==> config.mk <==
export PLATFORM = sky130hd
export DESIGN_NAME = rsss_rem
export DESIGN_NICKNAME = d
export VERILOG_FILES = /design/src/hw/rtl/rsss_pkg.sv /design/src/hw/rtl/rsss_rem.sv
export SDC_FILE = /design/constraint.sdc
export NUM_CORES = 1
export LEC_CHECK = 0
export BUFFER_PORTS_ARGS = -buffer_cell sky130_fd_sc_hd__buf_4
export CELL_PAD_IN_SITES_DETAIL_PLACEMENT = 1
export CELL_PAD_IN_SITES_GLOBAL_PLACEMENT = 1
export CORE_AREA = 4 4 84 86
export DETAILED_ROUTE_END_ITERATION = 6
export DIE_AREA = 0 0 88 90
export MAX_ROUTING_LAYER = met4
export PLACE_DENSITY = 0.83
export SYNTH_ARGS = -nofsm -noshare
export SYNTH_HDL_FRONTEND = slang
export SYNTH_SLANG_ARGS = --single-unit
==> constraint.sdc <==
create_clock -name aclk -period 2.4 [get_ports aclk]
set_input_delay 0.36 -clock aclk [delete_from_list [all_inputs] [get_ports aclk]]
set_output_delay 0.36 -clock aclk [all_outputs]
set_load 0.01 [all_outputs]
==> src/hw/rtl/rsss_pkg.sv <==
// Shared types, codes and helper functions for the random-sample set.
`default_nettype none

package rsss_pkg;

    localparam int unsigned DATA_W    = 32;
    localparam int unsigned ADDR_W    = 3;
    localparam int unsigned STEP_CNT_W = 5;

    localparam logic [DATA_W-1:0] LFSR_TAPS = 32'h8020_0003;
    localparam logic              REG_SEED  = 1'b0;

    typedef enum logic [1:0] {
        REQ_INSERT = 2'd0,
        REQ_REMOVE = 2'd1,
        REQ_RANDOM = 2'd2,
        REQ_NONE   = 2'd3
    } req_t;

    typedef enum logic [1:0] {
        ST_DONE  = 2'd0,
        ST_MISS  = 2'd1,
        ST_FULL  = 2'd2,
        ST_EMPTY = 2'd3
    } status_t;

    typedef enum logic [3:0] {
        S_IDLE,
        S_MATCH,
        S_FIND,
        S_DECIDE,
        S_RDLAST,
        S_GATHER,
        S_MOVE,
        S_MOD,
        S_RDPICK,
        S_RESP
    } state_t;

    typedef enum logic [2:0] {
        CELL_HOLD,
        CELL_APPEND,
        CELL_MOVE,
        CELL_READ_LAST,
        CELL_READ_SEL
    } cell_cmd_t;

    typedef struct packed {
        cell_cmd_t         cmd;
        logic [DATA_W-1:0] query;
        logic [DATA_W-1:0] wr_data;
    } cell_ctrl_t;

    function automatic logic [DATA_W-1:0] lfsr_step(input logic [DATA_W-1:0] s);
        lfsr_step = (s >> 1) ^ (s[0] ? LFSR_TAPS : '0);
    endfunction

    function automatic logic [DATA_W-1:0] seed_load(input logic [DATA_W-1:0] s);
        seed_load = (s == '0) ? {{(DATA_W-1){1'b0}}, 1'b1} : s;
    endfunction

endpackage

`default_nettype wire

==> src/hw/rtl/rsss_rem.sv <==
// Restoring remainder unit: one dividend bit per cycle.
`default_nettype none

module rsss_rem #(
    parameter int unsigned CW = 7
) (
    input  wire logic                          aclk,
    input  wire logic                          aresetn,
    input  wire logic                          start,
    input  wire logic [rsss_pkg::DATA_W-1:0]   dividend,
    input  wire logic [CW-1:0]                 divisor,
    output logic                               busy,
    output logic [CW-1:0]                      rem
);
    import rsss_pkg::*;

    logic                  busy_reg, busy_next;
    logic [STEP_CNT_W-1:0] cnt_reg, cnt_next;
    logic [DATA_W-1:0]     dvd_reg, dvd_next;
    logic [CW-1:0]         div_reg, div_next;
    logic [CW-1:0]         rem_reg, rem_next;
    logic [CW:0]           cand;

    assign cand = {rem_reg, dvd_reg[DATA_W-1]};

    always_comb begin
        busy_next = busy_reg;
        cnt_next  = cnt_reg;
        dvd_next  = dvd_reg;
        div_next  = div_reg;
        rem_next  = rem_reg;
        if (start) begin
            busy_next = 1'b1;
            cnt_next  = STEP_CNT_W'(DATA_W - 1);
            dvd_next  = dividend;
            div_next  = divisor;
            rem_next  = '0;
        end else if (busy_reg) begin
            if (cand >= {1'b0, div_reg}) begin
                rem_next = CW'(cand - {1'b0, div_reg});
            end else begin
                rem_next = cand[CW-1:0];
            end
            dvd_next = dvd_reg << 1;
            if (cnt_reg == '0) begin
                busy_next = 1'b0;
            end else begin
                cnt_next = cnt_reg - 1'b1;
            end
        end
    end

    always_ff @(posedge aclk) begin
        if (!aresetn) begin
            busy_reg <= 1'b0;
        end else begin
            busy_reg <= busy_next;
        end
        cnt_reg <= cnt_next;
        dvd_reg <= dvd_next;
        div_reg <= div_next;
        rem_reg <= rem_next;
    end

    assign busy = busy_reg;
    assign rem  = rem_reg;

endmodule

`default_nettype wire

==> run_results.csv, run 1 <==
group,metric,value,unit
outcome,status,"complete, no violations",
logic_synthesis,synth-adder-area-share,0.0539,
power,peakVddDrop,314,uV
logic_synthesis,synthXorXnorAreaFrac,0.0285,
logic_synthesis,syn_area,2460,um2
critical_path,critPathKind,"reg -> reg",
power,leakage,1.23,nW
critical_path,path_max_fanout,2,
placement,dp_cells,305,
clock_tree,htree_levels,2,
clock_tree,cts_hold_buf,0,
global_routing,grtUsageMet2,0.221,
cells_and_area,syn2layout_area_growth,24.8,%
critical_path,crit_path_end_kind,"flop",
cells_and_area,num_antenna_cells,0,
logic_synthesis,ys_seq_area_frac,0.582,
clock_tree,cts_made_buffers,5,
global_routing,grt_pass1_vias,1673,
critical_path,worstPathRequired,2.63,ns
global_routing,grt_util_met1,0.170,
global_routing,grt_max_degree,33,
cells_and_area,fin_cells,314,
logic_synthesis,synth_area_leader_cell,"edfxtp_1",
clock_tree,cts_tree,"done",
detailed_routing,dr_total_vias,1572,
logic_synthesis,synth-simple-area-share,0.0615,
power,p_per_area,690,nW/um2
detailed_routing,viasPerCell,5.01,
cells_and_area,largest_reg_flops,32,
die,start_util,0.392,
critical_path,cp.arrival,2.50,ns
logic_synthesis,syn-instance-count,181,
global_routing,grt-ovfl-total,0,
logic_synthesis,yosysUniqueCellTypes,40,
die,die_h,90,um
cells_and_area,drive_above_1_share,0.430,
global_routing,use_met3,0.0329,
detailed_routing,wl_per_cell,15.9,um
global_routing,groute.usage.overall,0.139,
timing,finClkSkew,0.00504,ns
critical_path,cp-start-kind,"flop",
die,die_x,88,um
timing,maxSlewViolCount,0,
timing,finalHoldViolations,0,
detailed_routing,dr.pass1.iters,4,
global_routing,grt_antenna_before_repair,0,
clock_tree,cts_buffer_depth,2,
placement,port_buffers,49,
detailed_routing,drt_iter0_drc,60,
clock_tree,clock_latency,0.31,ns
die,io_pins,50,
logic_synthesis,synth.ff_latch_count,52,
clock_tree,clk_pin_slew,0.10,ns
timing,setup_slack,0.138,ns
run,max_cap_violations,0,
logic_synthesis,synth_top_family_by_area,"multiplexers",
logic_synthesis,ys_top_cells_by_area,"edfxtp_1 48%, mux2_2 15%, dfxtp_1 11%",
die,core-area,6280,um2
die,fp.dieArea,7920,um2
logic_synthesis,syn_avg_cell_area,13.6,um2
timing,clock.fmax,0.442,GHz
placement,gp_congestion,0.817,
clock_tree,clkSinkCount,52,
clock_tree,cts-root-buf,"clkbuf_8",
detailed_routing,finalWirelength,4990,um
global_routing,grt_busiest_layer,"met2",
detailed_routing,drcViolationCount,0,
cells_and_area,fin_nets,288,
cells_and_area,layout_commonest_cell,"buf_4",
timing,rsz0062_at_grt,"no",
logic_synthesis,synth_top_area_frac,0.476,
timing,worst_pin_slew,0.719,ns
timing,min_period,2.26,ns
detailed_routing,ant_nets,0,
logic_synthesis,synth_compound_area_frac,0.0809,
placement,dp_hpwl,3530,um
worst_hold_path,hp-class,"in -> reg",
timing,slew_headroom,0.515,
cells_and_area,final_cell_mix,"53 x buf_4, 39 x edfxtp_1, 32 x mux2_2",
timing,period_share,0.943,
die,rows,29,
timing,finalSetupViolations,0,
logic_synthesis,synthMuxAreaShare,0.163,
logic_synthesis,yosysWarnings,0,
logic_synthesis,synth_nets,233,
placement,pre_cts_slack,-0.0119,ns
global_routing,grt_pass1_wl,8220,um
stage by stage:
step	power (mW)	utilization	setup TNS, ns	cell area [um2]	hold WS, ns
final	2.12	0.489	0	3070	0.225
after global routing	2.24	0.489	0	3070	0.204
after CTS	2.14	0.486	0	3050	0.209
after detailed placement	1.52	0.467	-0.0119	2930	0.518
after global placement	1.51	0.467	0	2930	0.499
after floorplan	1.37	-	0	2460	0.459
critical path, stage by stage (launching register included):
cell,delay (ns)
edfxtp_1,0.38
inv_1,0.09
ha_1,0.17
inv_1,0.06
fa_2,0.37
a211oi_4,0.24
o21ai_2,0.11
a41oi_4,0.17
mux2_2,0.38
a211oi_2,0.21
routing by layer:
layer	up-vias	share of wire	wire length, um
met5	-	0	0
met2	32	0.51	2550
met1	760	0.43	2120
li1	772	-	-
met3	8	0.046	227
met4	0	0.018	91
cell type report:
cell class	count	area, um2
flip-flops and latches	52	1430
multi-input cells	109	968
clock inverters	3	42.5
clock buffers	5	68.8
fillers	636	3210
repair buffers	54	409
inverters	14	52.6
well taps	77	96.3
cells by family (layout without fill, tap and decap cells):
logic type | count (synthesis) | in the layout
flops | 52 | 52
compound gates | 23 | 23
xor+xnor | 8 | 8
mux | 36 | 36
fa+ha+maj | 10 | 10
buf+inv | 20 | 76
simple gates | 32 | 32
power breakdown:
group,total (mW),internal [mW],switching (mW)
clock,0.603,0.309,0.294
combinational,0.414,0.217,0.197
sequential,1.10,1.07,0.0360
what timing repair did:
action                                  4_1_cts  5_1_grt
buffers inserted                              1        0
endpoints found under the setup margin        1        6
gates resized for setup                       1        3
pin swaps                                     1        2
Yosys cell counts, drive strengths merged:
cell / number
a211oi: 6
a21boi: 1
a21oi: 3
a311oi: 1
a31o: 1
a31oi: 1
a41oi: 2
and2: 1
buf: 3
clkbuf: 3
clkinv: 1
dfxtp: 13
edfxtp: 39
fa: 1
ha: 9
inv: 13
mux2: 32
mux2i: 4
nand2: 9
nand2b: 1
nand3: 1
nand3b: 1
nand4: 2
nor2: 10
nor2b: 1
nor3: 2
nor3b: 1
nor4: 2
o211ai: 1
o21ai: 3
o21bai: 1
o311ai: 1
o31ai: 1
o41ai: 1
or2: 1
xnor2: 5
xor2: 3
path summary, 6_finish.rpt:
path / from / endpoint / slack, ns / cells after the start
hold / removal: divisor[1] / div_reg[1] / 0.22 / 1
setup reg to reg: dvd_reg[31] / rem[0] / 0.14 / 9
setup / recovery: dvd_reg[31] / rem[0] / 0.14 / 9
hold reg to reg: cnt_reg[1] / cnt_reg[1] / 0.53 / 2
(Power assumes the default switching activity.)
==> run 2: changes to the inputs <==
- CTS_BUF_LIST: unset -> sky130_fd_sc_hd__clkbuf_4 sky130_fd_sc_hd__clkbuf_8
- CTS_CLUSTER_DIAMETER: unset -> 100
- PLACE_DENSITY: 0.83 -> 0.74
==> run_results.csv, run 2 (synthesized netlist as in run 1, its figures left out) <==
group,metric,value,unit
outcome,status,"complete, no violations",
global_routing,grt-ovfl-total,0,
clock_tree,cts_buffer_depth,2,
detailed_routing,drt_iter0_drc,65,
clock_tree,cts_tree,"done",
cells_and_area,fin_util,0.489,
cells_and_area,syn2layout_area_growth,24.9,%
detailed_routing,dr_total_vias,1596,
detailed_routing,drcViolationCount,0,
timing,worst_pin_slew,0.682,ns
global_routing,grt_max_degree,40,
power,leakage,1.24,nW
detailed_routing,wl_per_cell,15.1,um
detailed_routing,dr.pass1.iters,4,
global_routing,grt_pass1_wl,7950,um
detailed_routing,finalWirelength,4760,um
global_routing,grt_pass1_vias,1670,
timing,finalSetupViolations,0,
run,max_cap_violations,0,
placement,dp_hpwl,3580,um
die,rows,29,
clock_tree,clkSinkCount,52,
placement,port_buffers,49,
power,peakVddDrop,326,uV
cells_and_area,largest_reg_flops,32,
power,p_per_area,670,nW/um2
cells_and_area,final_cell_mix,"53 x buf_4, 39 x edfxtp_1, 32 x mux2_2",
critical_path,cp.arrival,2.52,ns
clock_tree,cts_made_buffers,5,
critical_path,critPathKind,"reg -> reg",
placement,gp_congestion,0.861,
global_routing,grt_antenna_before_repair,0,
cells_and_area,num_antenna_cells,0,
die,core-area,6280,um2
timing,period_share,0.955,
critical_path,path_max_fanout,2,
placement,placed_area,2940,um2
clock_tree,clk_pin_slew,0.10,ns
cells_and_area,final_cell_area,3070,um2
timing,finalHoldViolations,0,
power,fin_total_pwr,2.06,mW
timing,min_period,2.29,ns
global_routing,groute.usage.overall,0.134,
cells_and_area,layout_commonest_cell,"buf_4",
timing,clock.fmax,0.436,GHz
cells_and_area,multiInputGateArea,962,um2
die,start_util,0.392,
clock_tree,htree_levels,2,
worst_hold_path,hp-class,"in -> reg",
cells_and_area,fin_nets,289,
clock_tree,clock_latency,0.30,ns
cells_and_area,seq_area,1430,um2
timing,setup_slack,0.108,ns
die,die_x,88,um
critical_path,cp-start-kind,"flop",
placement,pre_cts_slack,-0.00648,ns
cells_and_area,drive_above_1_share,0.433,
clock_tree,cts-root-buf,"clkbuf_8",
detailed_routing,viasPerCell,5.07,
timing,maxSlewViolCount,0,
timing,finClkSkew,0.00372,ns
critical_path,rrSetupSlack,0.11,ns
detailed_routing,ant_nets,0,
die,fp.dieArea,7920,um2
die,die_h,90,um
timing,slew_headroom,0.540,
critical_path,crit_path_end_kind,"flop",
critical_path,worstPathRequired,2.63,ns
cells_and_area,fillCellCount,654,
die,io_pins,50,
==> run 2: cell count changes in the layout (fill, tap and decap cells not counted), sizes merged <==
cell      change
inv           +2
buf           +1
bufinv        -1
clkbuf        +1
clkinv        -1
clkinvlp      -1
==> run 2: critical path: stages (launching register included) <==
cell	delay (ns)
edfxtp_1	0.37
inv_1	0.08
ha_1	0.17
inv_1	0.06
fa_2	0.35
a211oi_2	0.26
o21ai_2	0.12
a41oi_4	0.24
mux2_2	0.36
a211oi_1	0.21
==> run 2: cell type report <==
type	count	area share
Tap cell	77	0.0314
Multi-Input combinational cell	109	0.313
Clock buffer	6	0.0269
Clock inverter	2	0.00570
Sequential cell	52	0.466
Timing Repair Buffer	55	0.140
Inverter	14	0.0171
==> run 2: final timing paths <==
path | startpoint | end | depth (start not counted)
worst max-delay path | dvd_reg[31] | rem[0] | 9
worst min-delay path | divisor[3] | div_reg[3] | 1
worst max register to register | dvd_reg[31] | rem[0] | 9
worst min register to register | cnt_reg[1] | cnt_reg[1] | 2
==> run 2: power breakdown <==
part	switching, mW	internal, mW	leakage, nW	total [mW]
combinational	0.193	0.221	0.688	0.414
sequential	0.0361	1.07	0.498	1.10
clock	0.302	0.242	0.0522	0.544
total	0.531	1.53	1.24	2.06
==> run 2: metrics by stage <==
| step | cells | setup TNS, ns | hold slack [ns] |
|---|---|---|---|
| after CTS | 314 | 0 | 0.208 |
| after global routing | 315 | -0.0296 | 0.196 |
| after global placement | 305 | 0 | 0.496 |
| final | 315 | 0 | 0.225 |
| after floorplan | 181 | 0 | 0.459 |
| after detailed placement | 305 | -0.00705 | 0.507 |
==> run 2: routing by layer <==
| metal | vias up | track usage | wire length [um] |
|---|---|---|---|
| li1 | 779 | - | - |
| met1 | 779 | 0.160 | 2010 |
| met2 | 32 | 0.213 | 2420 |
| met3 | 6 | 0.0402 | 256 |
| met4 | 0 | 0.0460 | 67 |
| met5 | - | - | 0 |
==> run 2: timing repair <==
item,CTS,global route
pin swaps,1,1
gates resized for setup,0,3
setup endpoints to repair,4,6
setup buffers,1,1
hold buffers,0,0
