`config.mk`:
```
export PLATFORM = sky130hd
export DESIGN_NAME = rsss_cell
export DESIGN_NICKNAME = d
export VERILOG_FILES = /design/src/hw/rtl/rsss_pkg.sv /design/src/hw/rtl/rsss_cell.sv
export SDC_FILE = /design/constraint.sdc
export NUM_CORES = 1
export LEC_CHECK = 0
export BUFFER_PORTS_ARGS = -buffer_cell sky130_fd_sc_hd__buf_2
export CELL_PAD_IN_SITES_DETAIL_PLACEMENT = 0
export CELL_PAD_IN_SITES_GLOBAL_PLACEMENT = 1
export CORE_UTILIZATION = 41
export DETAILED_ROUTE_END_ITERATION = 10
export PLACE_DENSITY = 0.84
export RECOVER_POWER = 100
export SYNTH_ARGS = -nofsm -noshare
export SYNTH_HDL_FRONTEND = slang
export SYNTH_SLANG_ARGS = --single-unit
```
`constraint.sdc`:
```
create_clock -name aclk -period 6.4 [get_ports aclk]
set_clock_uncertainty 0.1 [all_clocks]
set_input_delay 0.32 -clock aclk [delete_from_list [all_inputs] [get_ports aclk]]
set_output_delay 0.32 -clock aclk [all_outputs]
set_load 0.05 [all_outputs]
```
`src/hw/rtl/rsss_pkg.sv`:
```
// Shared types, codes and helper functions for the random-sample set.
`default_nettype none

package rsss_pkg;

    localparam int unsigned DATA_W    = 32;
    localparam int unsigned ADDR_W    = 3;
    localparam int unsigned STEP_CNT_W = 5;

    localparam logic [DATA_W-1:0] LFSR_TAPS = 32'h8020_0003;
    localparam logic              REG_SEED  = 1'b0;

    typedef enum logic [1:0] {
        REQ_INSERT = 2'd0,
        REQ_REMOVE = 2'd1,
        REQ_RANDOM = 2'd2,
        REQ_NONE   = 2'd3
    } req_t;

    typedef enum logic [1:0] {
        ST_DONE  = 2'd0,
        ST_MISS  = 2'd1,
        ST_FULL  = 2'd2,
        ST_EMPTY = 2'd3
    } status_t;

    typedef enum logic [3:0] {
        S_IDLE,
        S_MATCH,
        S_FIND,
        S_DECIDE,
        S_RDLAST,
        S_GATHER,
        S_MOVE,
        S_MOD,
        S_RDPICK,
        S_RESP
    } state_t;

    typedef enum logic [2:0] {
        CELL_HOLD,
        CELL_APPEND,
        CELL_MOVE,
        CELL_READ_LAST,
        CELL_READ_SEL
    } cell_cmd_t;

    typedef struct packed {
        cell_cmd_t         cmd;
        logic [DATA_W-1:0] query;
        logic [DATA_W-1:0] wr_data;
    } cell_ctrl_t;

    function automatic logic [DATA_W-1:0] lfsr_step(input logic [DATA_W-1:0] s);
        lfsr_step = (s >> 1) ^ (s[0] ? LFSR_TAPS : '0);
    endfunction

    function automatic logic [DATA_W-1:0] seed_load(input logic [DATA_W-1:0] s);
        seed_load = (s == '0) ? {{(DATA_W-1){1'b0}}, 1'b1} : s;
    endfunction

endpackage

`default_nettype wire

```
`src/hw/rtl/rsss_cell.sv`:
```
// One storage cell of the set: an entry, its live flag, a match flag and a read word.
`default_nettype none

module rsss_cell (
    input  wire logic                          aclk,
    input  wire logic                          aresetn,
    input  wire rsss_pkg::cell_ctrl_t          ctrl,
    input  wire logic                          sel,
    input  wire logic                          left_live,
    input  wire logic                          right_live,
    output logic                               live,
    output logic                               hit,
    output logic [rsss_pkg::DATA_W-1:0]        rd_word
);
    import rsss_pkg::*;

    logic              live_reg, live_next;
    logic [DATA_W-1:0] entry_reg, entry_next;
    logic              hit_reg, hit_next;
    logic [DATA_W-1:0] rd_word_reg, rd_word_next;
    logic              is_last;

    assign is_last = live_reg && !right_live;

    always_comb begin
        live_next    = live_reg;
        entry_next   = entry_reg;
        rd_word_next = rd_word_reg;
        hit_next     = live_reg && (entry_reg == ctrl.query);
        case (ctrl.cmd)
            CELL_APPEND: begin
                if (!live_reg && left_live) begin
                    live_next  = 1'b1;
                    entry_next = ctrl.wr_data;
                end
            end
            CELL_MOVE: begin
                if (sel) begin
                    entry_next = ctrl.wr_data;
                end
                if (is_last) begin
                    live_next = 1'b0;
                end
            end
            CELL_READ_LAST: begin
                rd_word_next = is_last ? entry_reg : '0;
            end
            CELL_READ_SEL: begin
                rd_word_next = sel ? entry_reg : '0;
            end
            default: begin
            end
        endcase
    end

    always_ff @(posedge aclk) begin
        if (!aresetn) begin
            live_reg <= 1'b0;
        end else begin
            live_reg <= live_next;
        end
        entry_reg   <= entry_next;
        hit_reg     <= hit_next;
        rd_word_reg <= rd_word_next;
    end

    assign live    = live_reg;
    assign hit     = hit_reg;
    assign rd_word = rd_word_reg;

endmodule

`default_nettype wire

```
==> impl_metrics.py, run 1 <==
metrics = {
    "status": {
        "result_of_the_run": "finished with violations",
        "failed_checks": "max-capacitance violations, max-slew violations",
    },
    "clock_network": {
        "post_cts_resize_count": 0,
        "post-cts-setup-buffers": 0,
        "post_cts_hold_buffer_count": 0,
        "cts.sinks": 66,
        "cts-root-buf": "clkbuf_8",
        "cts_buffer_count": 9,
        "path_clk_slew_ns": 0.07,
        "tritoncts_clock_tree": "done",
        "clk-insertion-delay-late_ns": 0.33,
        "htree_levels": 3,
        "cts-root-to-sink-buffers": 2,
    },
    "worst_hold_path": {
        "hp-start": "ctrl[20]",
        "holdPathStages": 1,
        "timing.hold.worst.class": "input pin to flop",
        "worstHoldEndpoint": "entry_reg[20]$_DFFE_PP_",
    },
    "synth": {
        "synthTopCellsByCount": "64 x edfxtp_1, 33 x nor2b_1, 31 x xor2_1",
        "synthTopCellsByArea": "edfxtp_1 73%, xor2_1 10%, nor2b_1 7.8%, nor4_1 1.7%, dfxtp_1 1.5%",
        "synth_cell_types": 17,
        "synth-seq-area-share_pct": 74.17,
        "synth.top_cell.area_share_pct": 72.66,
        "synth-simple-area-share_pct": 12.35,
        "synthesis.area_um2": 2645,
        "synthMostInstantiatedCell": "edfxtp_1",
        "syn_area_per_cell_um2": 16.23,
        "cell_taking_the_most_area_after_synthesis": "edfxtp_1",
        "synth.net_count": 235,
        "synth_flop_cell": "edfxtp_1",
        "post_synthesis_compound_gate_area_fraction_pct": 0.7569,
        "dominant_combinational_cell_family_by_area_after_synthesis": "simple AND/OR/NAND/NOR gates",
        "synth_cells": 163,
        "synth_async_sr_flop_share_pct": 0,
        "muxShareOfSynthArea_pct": 0.8515,
        "ys_ff_latch": 66,
        "synth.yosys.warnings": 0,
        "adder_and_majority_gate_portion_of_the_synthesized_area_pct": 0,
        "synth_edf_count": 64,
        "synthXorXnorAreaFrac_pct": 10.60,
    },
    "setup_path": {
        "startpoint_of_the_worst_slack_reg_to_reg_timing_path": "live$_SDFFE_PN0P_",
        "timing.critical_path.from_type": "flop",
        "timing.rr.end": "entry_reg[23]$_DFFE_PP_",
        "rr_worst_depth": 3,
        "crit_type": "flop to flop",
        "crit_path_end_kind": "flop",
        "critical_path_arrival_ns": 2.80,
        "cp_max_fo": 32,
        "worst-endpoint-required_ns": 6.19,
        "regToRegSetupSlack_ns": 3.39,
        "cp-startpoint": "live$_SDFFE_PN0P_",
    },
    "floorplanning": {
        "placeableCoreArea_um2": 6061,
        "dieArea_um2": 6777,
        "die_height_um": 82.32,
        "start_util_pct": 43.64,
        "number_of_placement_rows": 28,
        "ios": 106,
        "width_of_the_die_um": 82.32,
    },
    "sta": {
        "tightest_slew_ns": 2.581,
        "period_minus_slack_ns": 3.009,
        "setup_tns_ns": 0,
        "postLayoutSetupSlackWorst_ns": 3.391,
        "rsz0062_at_grt": "no",
        "slew_violations": 66,
        "relSlewSlack_pct": -72.72,
        "final-setup-viol-count": 0,
        "final_min_period_over_clock_period_pct": 47.01,
        "finalHoldViolations": 0,
        "max_freq_ghz": 0.3324,
    },
    "grt": {
        "vias_in_the_first_global_route": 1592,
        "grt_remaining_overflow": 0,
        "grt_antenna_before_repair": 0,
        "grt_start_max_net_pins": 33,
        "groute.usage.overall_pct": 16.20,
        "grt_first_pass_wirelength_um": 7396,
    },
    "power_and_ir_drop": {
        "max-vdd-ir-drop_mv": 0.1153,
        "p_leak_nw": 1.269,
        "power_per_cell_area_nw_per_um2": 257.6,
    },
    "detailed_routing": {
        "final_antenna_net_count": 0,
        "drc": 0,
        "drt-wirelength-per-cell_um": 14.12,
        "drt-initial-drc-count": 66,
        "routed_via_density": 4.558,
        "vias": 1618,
        "route.final.wire_length_um": 5011,
        "tritonroute_pass_1_iters": 4,
    },
    "layout": {
        "num_antenna_cells": 0,
        "postLayoutCoreUtil_pct": 55.02,
        "final_nets": 348,
        "drive_gt1_share_pct": 29.64,
        "post-route-cell-area_um2": 3334,
        "area_growth_pct": 26.06,
        "n_fill_cell": 561,
    },
    "placed_design": {
        "gp_congestion": 0.6793,
        "detailed_place.area_um2": 3249,
        "port_buffers": 105,
        "detailedPlacementHpwl_um": 3505,
        "pre_cts_slack_ns": 4.380,
    },
    "job": {
        "cap_viol_max_count": 2,
    },
}
worst max-delay path: stages (launching register included):
cell     delay (ns)
dfxtp_1        0.36
nor2_1         0.12
a21oi_1        0.08
nor2_1         1.90
per-stage QoR:
step	cells	hold slack, ns	total power, W
floorplan	163	0.3189	0.0005566
global placement	340	0.3964	0.0005922
detailed placement	340	0.3981	0.0005941
CTS	355	0.04438	0.0008700
global route	355	0.03213	0.0008991
finish	355	0.06076	0.0008589
layer usage:
layer | share of wire, % | GRT usage, % | wire length (µm)
met5 | 0 | 0 | 0
met4 | 1.3 | 8.947 | 66
met3 | 7.7 | 6.154 | 384
met2 | 51 | 26.28 | 2536
met1 | 40 | 18.39 | 2023
report_power, final:
part | total [W] | internal (W) | switching (W) | leakage [nW]
logic | 0.0000844 | 0.0000293 | 0.0000551 | 0.551
clock network | 0.000278 | 0.000134 | 0.000144 | 0.0808
registers | 0.000497 | 0.000491 | 0.00000564 | 0.638
total | 0.000859 | 0.000654 | 0.000205 | 1.27
layout make-up:
cell class	instances	area, µm²	area share (%)
clock inverters	5	22.52	0.6754
clock buffers	10	127.6	3.827
repair buffers	105	480.5	14.41
flip-flops and latches	66	1962	58.84
well taps	75	93.84	2.814
multi-input cells	94	648.1	19.44
placed cells by master, fill, tap and decap left out, types with 3 or more instances in the layout:
master,synthesis,routed
clkbuf_8,0,9
clkbuf_1,0,37
nor2b_1,33,33
nor4_1,7,7
xor2_1,31,31
nand2_1,3,3
edfxtp_1,64,64
buf_2,0,69
nor2_1,7,7
clkinv_2,0,3
how the worst max path moves through the flow:
stage | end | slack, ns | cells past startpoint
4_1_cts | entry_reg[13]$_DFFE_PP_ | 4.60 | 3
6_report | entry_reg[23]$_DFFE_PP_ | 3.39 | 3
2_1_floorplan | rd_word[0]$_DFFE_PP_ | 3.19 | 2
3_5_place_dp | entry_reg[6]$_DFFE_PP_ | 4.38 | 5
3_3_place_gp | entry_reg[6]$_DFFE_PP_ | 4.42 | 5
5_1_grt | entry_reg[13]$_DFFE_PP_ | 3.05 | 3
cells by family after synthesis:
kind of cell              count (synthesis)
AOI/OAI and AO/OA                         4
muxes                                     1
xor gates and xnor gates                 32
buffers and inverters                     3
and+or+nand+nor                          57
DFF                                      66
No activity file was read; power rests on OpenSTA's default activity.
==> run 2, diff against run 1 <==
- CORE_UTILIZATION: 41 -> 38
- PLACE_DENSITY: 0.84 -> 0.79
- clock period: 6.4 -> 2.89 ns (I/O delays scaled with it)
==> impl_metrics.py, run 2 (same netlist as run 1, synthesis figures left out) <==
metrics = {
    "setup_path": {
        "cp_max_fo": 32,
        "crit_type": "input pin to flop",
        "crit_path_end_kind": "flop",
        "critical_path_arrival_ns": 1.65,
        "cp_cell_sequence": "clkbuf_1 -> nand2_1 -> o21ai_2",
        "rr_worst_depth": 3,
        "timing.critical_path.from_type": "input pin",
        "cp_slowest_stage_delay_ns": 1.23,
        "regToRegSetupSlack_ns": 1.10,
        "critPathSlowestCell": "o21ai_2",
        "worst-endpoint-required_ns": 2.71,
    },
    "clock_network": {
        "tritoncts_clock_tree": "done",
        "cts_buffer_count": 9,
        "cts-root-buf": "clkbuf_8",
        "cts.sinks": 66,
        "htree_levels": 3,
        "clk-insertion-delay-late_ns": 0.32,
        "path_clk_slew_ns": 0.06,
        "cts-root-to-sink-buffers": 2,
    },
    "status": {
        "failed_checks": "max-capacitance violations, max-slew violations",
        "result_of_the_run": "finished with violations",
    },
    "layout": {
        "mostFrequentLayoutCells": "70 x buf_2, 64 x edfxtp_1, 38 x clkbuf_1",
        "area_growth_pct": 41.01,
        "layout_commonest_cell": "buf_2",
        "finish.cell_count_without_fillers": 396,
        "final_nets": 383,
        "multiInputGateArea_um2": 660.6,
        "n_fill_cell": 600,
        "ff_latch_area_um2": 1962,
        "drive_gt1_share_pct": 27.22,
        "num_antenna_cells": 0,
    },
    "floorplanning": {
        "ios": 106,
        "start_util_pct": 39.15,
        "dieArea_um2": 7298,
        "placeableCoreArea_um2": 6756,
        "die_height_um": 85.43,
        "width_of_the_die_um": 85.43,
        "number_of_placement_rows": 30,
    },
    "sta": {
        "final-setup-viol-count": 0,
        "rsz0062_at_grt": "no",
        "period_minus_slack_ns": 1.833,
        "max_freq_ghz": 0.5456,
        "slew_violations": 33,
        "finalHoldViolations": 0,
        "tightest_slew_ns": 1.634,
        "final_min_period_over_clock_period_pct": 63.42,
        "setup_tns_ns": 0,
        "relSlewSlack_pct": -8.950,
    },
    "detailed_routing": {
        "route.final.wire_length_um": 5110,
        "vias": 1758,
        "drc": 0,
        "drt-wirelength-per-cell_um": 12.90,
        "routed_via_density": 4.439,
        "final_antenna_net_count": 0,
        "drt-initial-drc-count": 41,
        "tritonroute_pass_1_iters": 4,
    },
    "grt": {
        "grt_start_max_net_pins": 33,
        "groute.usage.overall_pct": 14.70,
        "grt_first_pass_wirelength_um": 7797,
        "grt_remaining_overflow": 0,
        "grt_antenna_before_repair": 0,
        "vias_in_the_first_global_route": 1778,
    },
    "power_and_ir_drop": {
        "p_leak_nw": 1.425,
        "max-vdd-ir-drop_mv": 0.2705,
        "power_per_cell_area_nw_per_um2": 543.8,
    },
    "placed_design": {
        "post-place-cells": 346,
        "detailedPlacementHpwl_um": 3318,
        "gp_congestion": 0.6969,
        "port_buffers": 105,
    },
    "worst_hold_path": {
        "timing.hold.worst.class": "input pin to flop",
        "holdPathStages": 4,
    },
    "job": {
        "cap_viol_max_count": 1,
    },
}
==> run 2: cell type report <==
cell class                 instances  area share (%)
clock inverter                     4           1.141
multi-input combinational         94           17.71
tap                               80           2.684
timing repair buffer             140           22.24
clock buffer                      12           3.623
sequential                        66           52.60
==> run 2: worst paths after layout <==
path,start,endpoint
worst min-delay path,ctrl[41],hit$_DFF_P_
worst max register to register,live$_SDFFE_PN0P_,entry_reg[6]$_DFFE_PP_
worst max-delay path,ctrl[64],rd_word[26]$_DFFE_PP_
worst min register to register,live$_SDFFE_PN0P_,hit$_DFF_P_
==> run 2: metrics by stage <==
stage | power, W | util (%) | setup WS, ns | hold WS, ns | instance area [µm²]
after detailed placement | 0.001314 | 48.30 | 1.060 | 0.2226 | 3263
after floorplan | 0.001232 | - | 0.2833 | 0.1434 | 2645
after global routing | 0.002113 | 55.20 | 0.8900 | 0.07702 | 3730
after CTS | 0.002061 | 55.96 | 1.113 | 0.04705 | 3781
after global placement | 0.001312 | 48.30 | 1.083 | 0.2214 | 3263
final | 0.002028 | 55.20 | 1.057 | 0.06558 | 3730
==> run 2: repair_timing <==
action,4_1_cts,5_1_grt
setup buffers,0,0
hold buffers,34,0
gates resized for setup,0,0
hold endpoints to repair,33,0
==> run 2: critical path, delay by kind of cell <==
| kind | cells | cell delay (ns) |
|---|---|---|
| compound gates | 1 | 1.23 |
| simple gates | 1 | 0.10 |
| buf+inv | 1 | 0.17 |
==> run 2: metal layers <==
metal | vias up | GRT usage, % | wire length (µm)
met3 | 9 | 4.183 | 288
met4 | 0 | 9.394 | 88
li1 | 879 | - | -
met5 | - | 0 | 0
met1 | 802 | 16.05 | 2161
met2 | 68 | 25.09 | 2571
==> run 2: power by group <==
part | internal (W) | switching, W
clock network | 0.000392 | 0.000313
logic | 0.0000951 | 0.000129
registers | 0.00109 | 0.0000121
==> run 3, diff against run 2 <==
- ABC_AREA: not set -> 1
- CORE_UTILIZATION: 38 -> 33
- PLACE_DENSITY: 0.79 -> 0.75
- clock period: 2.89 -> 1.59 ns (I/O delays scaled with it)
==> impl_metrics.py, run 3 <==
metrics = {
    "status": {
        "result_of_the_run": "complete, no violations",
    },
    "floorplanning": {
        "die_height_um": 94.30,
        "ios": 106,
        "placeableCoreArea_um2": 8217,
        "width_of_the_die_um": 94.30,
        "dieArea_um2": 8892,
        "start_util_pct": 34.22,
        "number_of_placement_rows": 33,
    },
    "power_and_ir_drop": {
        "max-vdd-ir-drop_mv": 0.3466,
        "p_leak_nw": 1.784,
        "share_comb_of_total_power_pct": 13.0,
        "power_w": 0.003887,
        "intPower_w": 0.002904,
        "switchingPower_w": 0.0009835,
        "power_per_cell_area_nw_per_um2": 977.9,
        "sequentialPowerShare_pct": 51.7,
        "sw_frac_of_total_pct": 25.30,
        "part_of_the_total_power_dissipated_in_the_clock_network_pct": 35.2,
    },
    "synth": {
        "synth_cell_types": 15,
        "synth.yosys.warnings": 0,
        "cell_taking_the_most_area_after_synthesis": "edfxtp_1",
        "syn_area_per_cell_um2": 10.65,
        "synth_cells": 264,
        "synthTopCellsByArea": "edfxtp_1 68%, nand2_1 8.4%, inv_1 6.9%, nor2_1 6.9%, xnor2_1 2.8%",
        "synth.top_cell.area_share_pct": 68.36,
        "synthesis.area_um2": 2811,
        "synthTopCellsByCount": "64 x edfxtp_1, 63 x nand2_1, 52 x inv_1, 52 x nor2_1, 9 x xnor2_1",
        "synthMostInstantiatedCell": "edfxtp_1",
        "synth.net_count": 336,
        "synth_edf_count": 64,
        "synth-seq-area-share_pct": 69.78,
        "synth_async_sr_flop_share_pct": 0,
        "synth_flop_cell": "edfxtp_1",
        "ys_ff_latch": 66,
    },
    "clock_network": {
        "cts_buffer_count": 9,
        "path_clk_slew_ns": 0.07,
        "cts-root-buf": "clkbuf_8",
        "htree_levels": 3,
        "tritoncts_clock_tree": "done",
        "clk-insertion-delay-late_ns": 0.33,
        "cts-root-to-sink-buffers": 2,
        "cts.sinks": 66,
    },
    "placed_design": {
        "detailedPlacementHpwl_um": 4424,
        "gp_congestion": 0.8034,
        "port_buffers": 105,
    },
    "setup_path": {
        "cp_cell_sequence": "inv_1 -> nand4_1 -> a21boi_0 -> dlygate4sd3_1",
        "critical_path_arrival_ns": 1.63,
        "timing.critical_path.from_type": "flop",
        "crit_path_end_kind": "flop",
        "critical_path.top_delay_family": "buffers and inverters",
        "crit_buf_inv": 2,
        "crit_type": "flop to flop",
        "startpoint_of_the_worst_slack_reg_to_reg_timing_path": "live$_SDFFE_PN0P_",
        "timing.rr.end": "live$_SDFFE_PN0P_",
        "rr_worst_depth": 4,
        "critPathSlowestCell": "dlygate4sd3_1",
        "regToRegSetupSlack_ns": 0.13,
        "cp_max_fo": 3,
        "cp_slowest_stage_delay_ns": 0.59,
        "worst-endpoint-required_ns": 1.76,
    },
    "grt": {
        "grt_start_max_net_pins": 21,
        "groute.usage.overall_pct": 14.75,
        "grt_remaining_overflow": 0,
        "grt_first_pass_wirelength_um": 9349,
        "grt_antenna_before_repair": 0,
        "vias_in_the_first_global_route": 2099,
    },
    "worst_hold_path": {
        "timing.hold.worst.class": "input pin to flop",
        "worstHoldEndpoint": "hit$_DFF_P_",
        "hp-start": "ctrl[58]",
        "holdPathStages": 6,
    },
    "detailed_routing": {
        "drc": 0,
        "routed_via_density": 4.120,
        "drt-wirelength-per-cell_um": 11.74,
        "vias": 2171,
        "route.final.wire_length_um": 6186,
        "final_antenna_net_count": 0,
        "tritonroute_pass_1_iters": 4,
        "drt-initial-drc-count": 66,
    },
    "sta": {
        "rsz0062_at_grt": "no",
        "tightest_slew_ns": 0.7894,
        "period_minus_slack_ns": 1.457,
        "slew_violations": 0,
        "finalHoldViolations": 0,
        "final_min_period_over_clock_period_pct": 91.62,
        "setup_tns_ns": 0,
        "max_freq_ghz": 0.6864,
        "final-setup-viol-count": 0,
        "relSlewSlack_pct": 47.38,
    },
    "layout": {
        "final_nets": 489,
        "n_fill_cell": 774,
        "drive_gt1_share_pct": 20.85,
        "layout_commonest_cell": "buf_2",
        "area_growth_pct": 41.39,
        "num_antenna_cells": 0,
        "mostFrequentLayoutCells": "68 x buf_2, 64 x edfxtp_1, 63 x nand2_1",
    },
    "job": {
        "cap_viol_max_count": 0,
    },
}
## run 3: cell count changes after synthesis, moves of 6 or more
cell	change
nor4_1	-7
inv_1	+52
o21ai_0	+6
nor2_1	+45
nand2_1	+60
nor2b_1	-33
xor2_1	-30
xnor2_1	+8
## run 3: metal layers
| metal | global-route usage [%] | vias up | wire, µm | share of wire [%] |
|---|---|---|---|---|
| met5 | 0 | - | 0 | 0 |
| met1 | 17.27 | 974 | 2634 | 43 |
| met3 | 4.450 | 10 | 335 | 5.4 |
| li1 | - | 1130 | - | - |
| met4 | 7.949 | 0 | 112 | 1.8 |
| met2 | 24.21 | 57 | 3105 | 50 |
## run 3: stage by stage
stage               setup WS [ns]  hold slack (ns)  area, µm²  utilization [%]  std cells
global route              0.03059          0.07858       3975            48.38        527
global placement           0.3279           0.1569       3518            42.82        477
CTS                        0.1218          0.03571       4054            49.34        527
detailed placement         0.2870           0.1576       3518            42.82        477
finish                     0.1332          0.04449       3975            48.38        527
floorplan                 0.02938          0.07837       2823                -        264
## run 3: how the worst max path moves through the flow
| stage | slack (ns) | endpoint | depth (start not counted) | start |
|---|---|---|---|---|
| 6_report | 0.13 | live$_SDFFE_PN0P_ | 4 | live$_SDFFE_PN0P_ |
| 5_1_grt | 0.03 | rd_word[13]$_DFFE_PP_ | 5 | live$_SDFFE_PN0P_ |
| 4_1_cts | 0.12 | live$_SDFFE_PN0P_ | 4 | live$_SDFFE_PN0P_ |
| 3_5_place_dp | 0.29 | entry_reg[2]$_DFFE_PP_ | 4 | live$_SDFFE_PN0P_ |
| 3_3_place_gp | 0.33 | entry_reg[2]$_DFFE_PP_ | 4 | live$_SDFFE_PN0P_ |
| 2_1_floorplan | 0.03 | entry_reg[0]$_DFFE_PP_ | 3 | live$_SDFFE_PN0P_ |
## run 3: area by class of cell
| type | count | area (µm²) | area share [%] |
|---|---|---|---|
| flip-flops and latches | 66 | 1962 | 49.35 |
| repair buffers | 145 | 877.1 | 22.06 |
| multi-input cells | 143 | 614.3 | 15.45 |
| inverters | 52 | 195.2 | 4.910 |
| well taps | 105 | 131.4 | 3.305 |
| clock buffers | 10 | 127.6 | 3.211 |
| clock inverters | 6 | 67.56 | 1.700 |
## run 3: tightest hold or removal path: stages
cell	delay, ns
buf_2	0.09
xnor2_1	0.05
nand2_1	0.05
nor2_1	0.04
nand3_1	0.07
nor2_1	0.05
## run 3: power by group through the flow
stage          Clock (W)  Sequential [W]  Combinational, W
4_1_cts          0.00141         0.00201          0.000533
5_1_grt          0.00148         0.00202          0.000553
3_3_place_gp           0         0.00205          0.000465
6_report         0.00137         0.00201          0.000506
2_1_floorplan          0         0.00219          0.000143
3_5_place_dp           0         0.00205          0.000468
## run 3: cells by family after synthesis
family / share of synthesized area (%)
and+or+nand+nor: 16.73
DFF: 69.78
xor gates and xnor gates: 3.115
buffers and inverters: 8.144
AOI/OAI and AO/OA: 2.226
## run 3: repair_timing
| item | in CTS | in global routing |
|---|---|---|
| gates resized for setup | 0 | 1 |
| hold buffers | 34 | 0 |
| setup buffers | 0 | 0 |
| setup endpoints to repair | 0 | 1 |
| endpoints found under the hold margin | 33 | 0 |
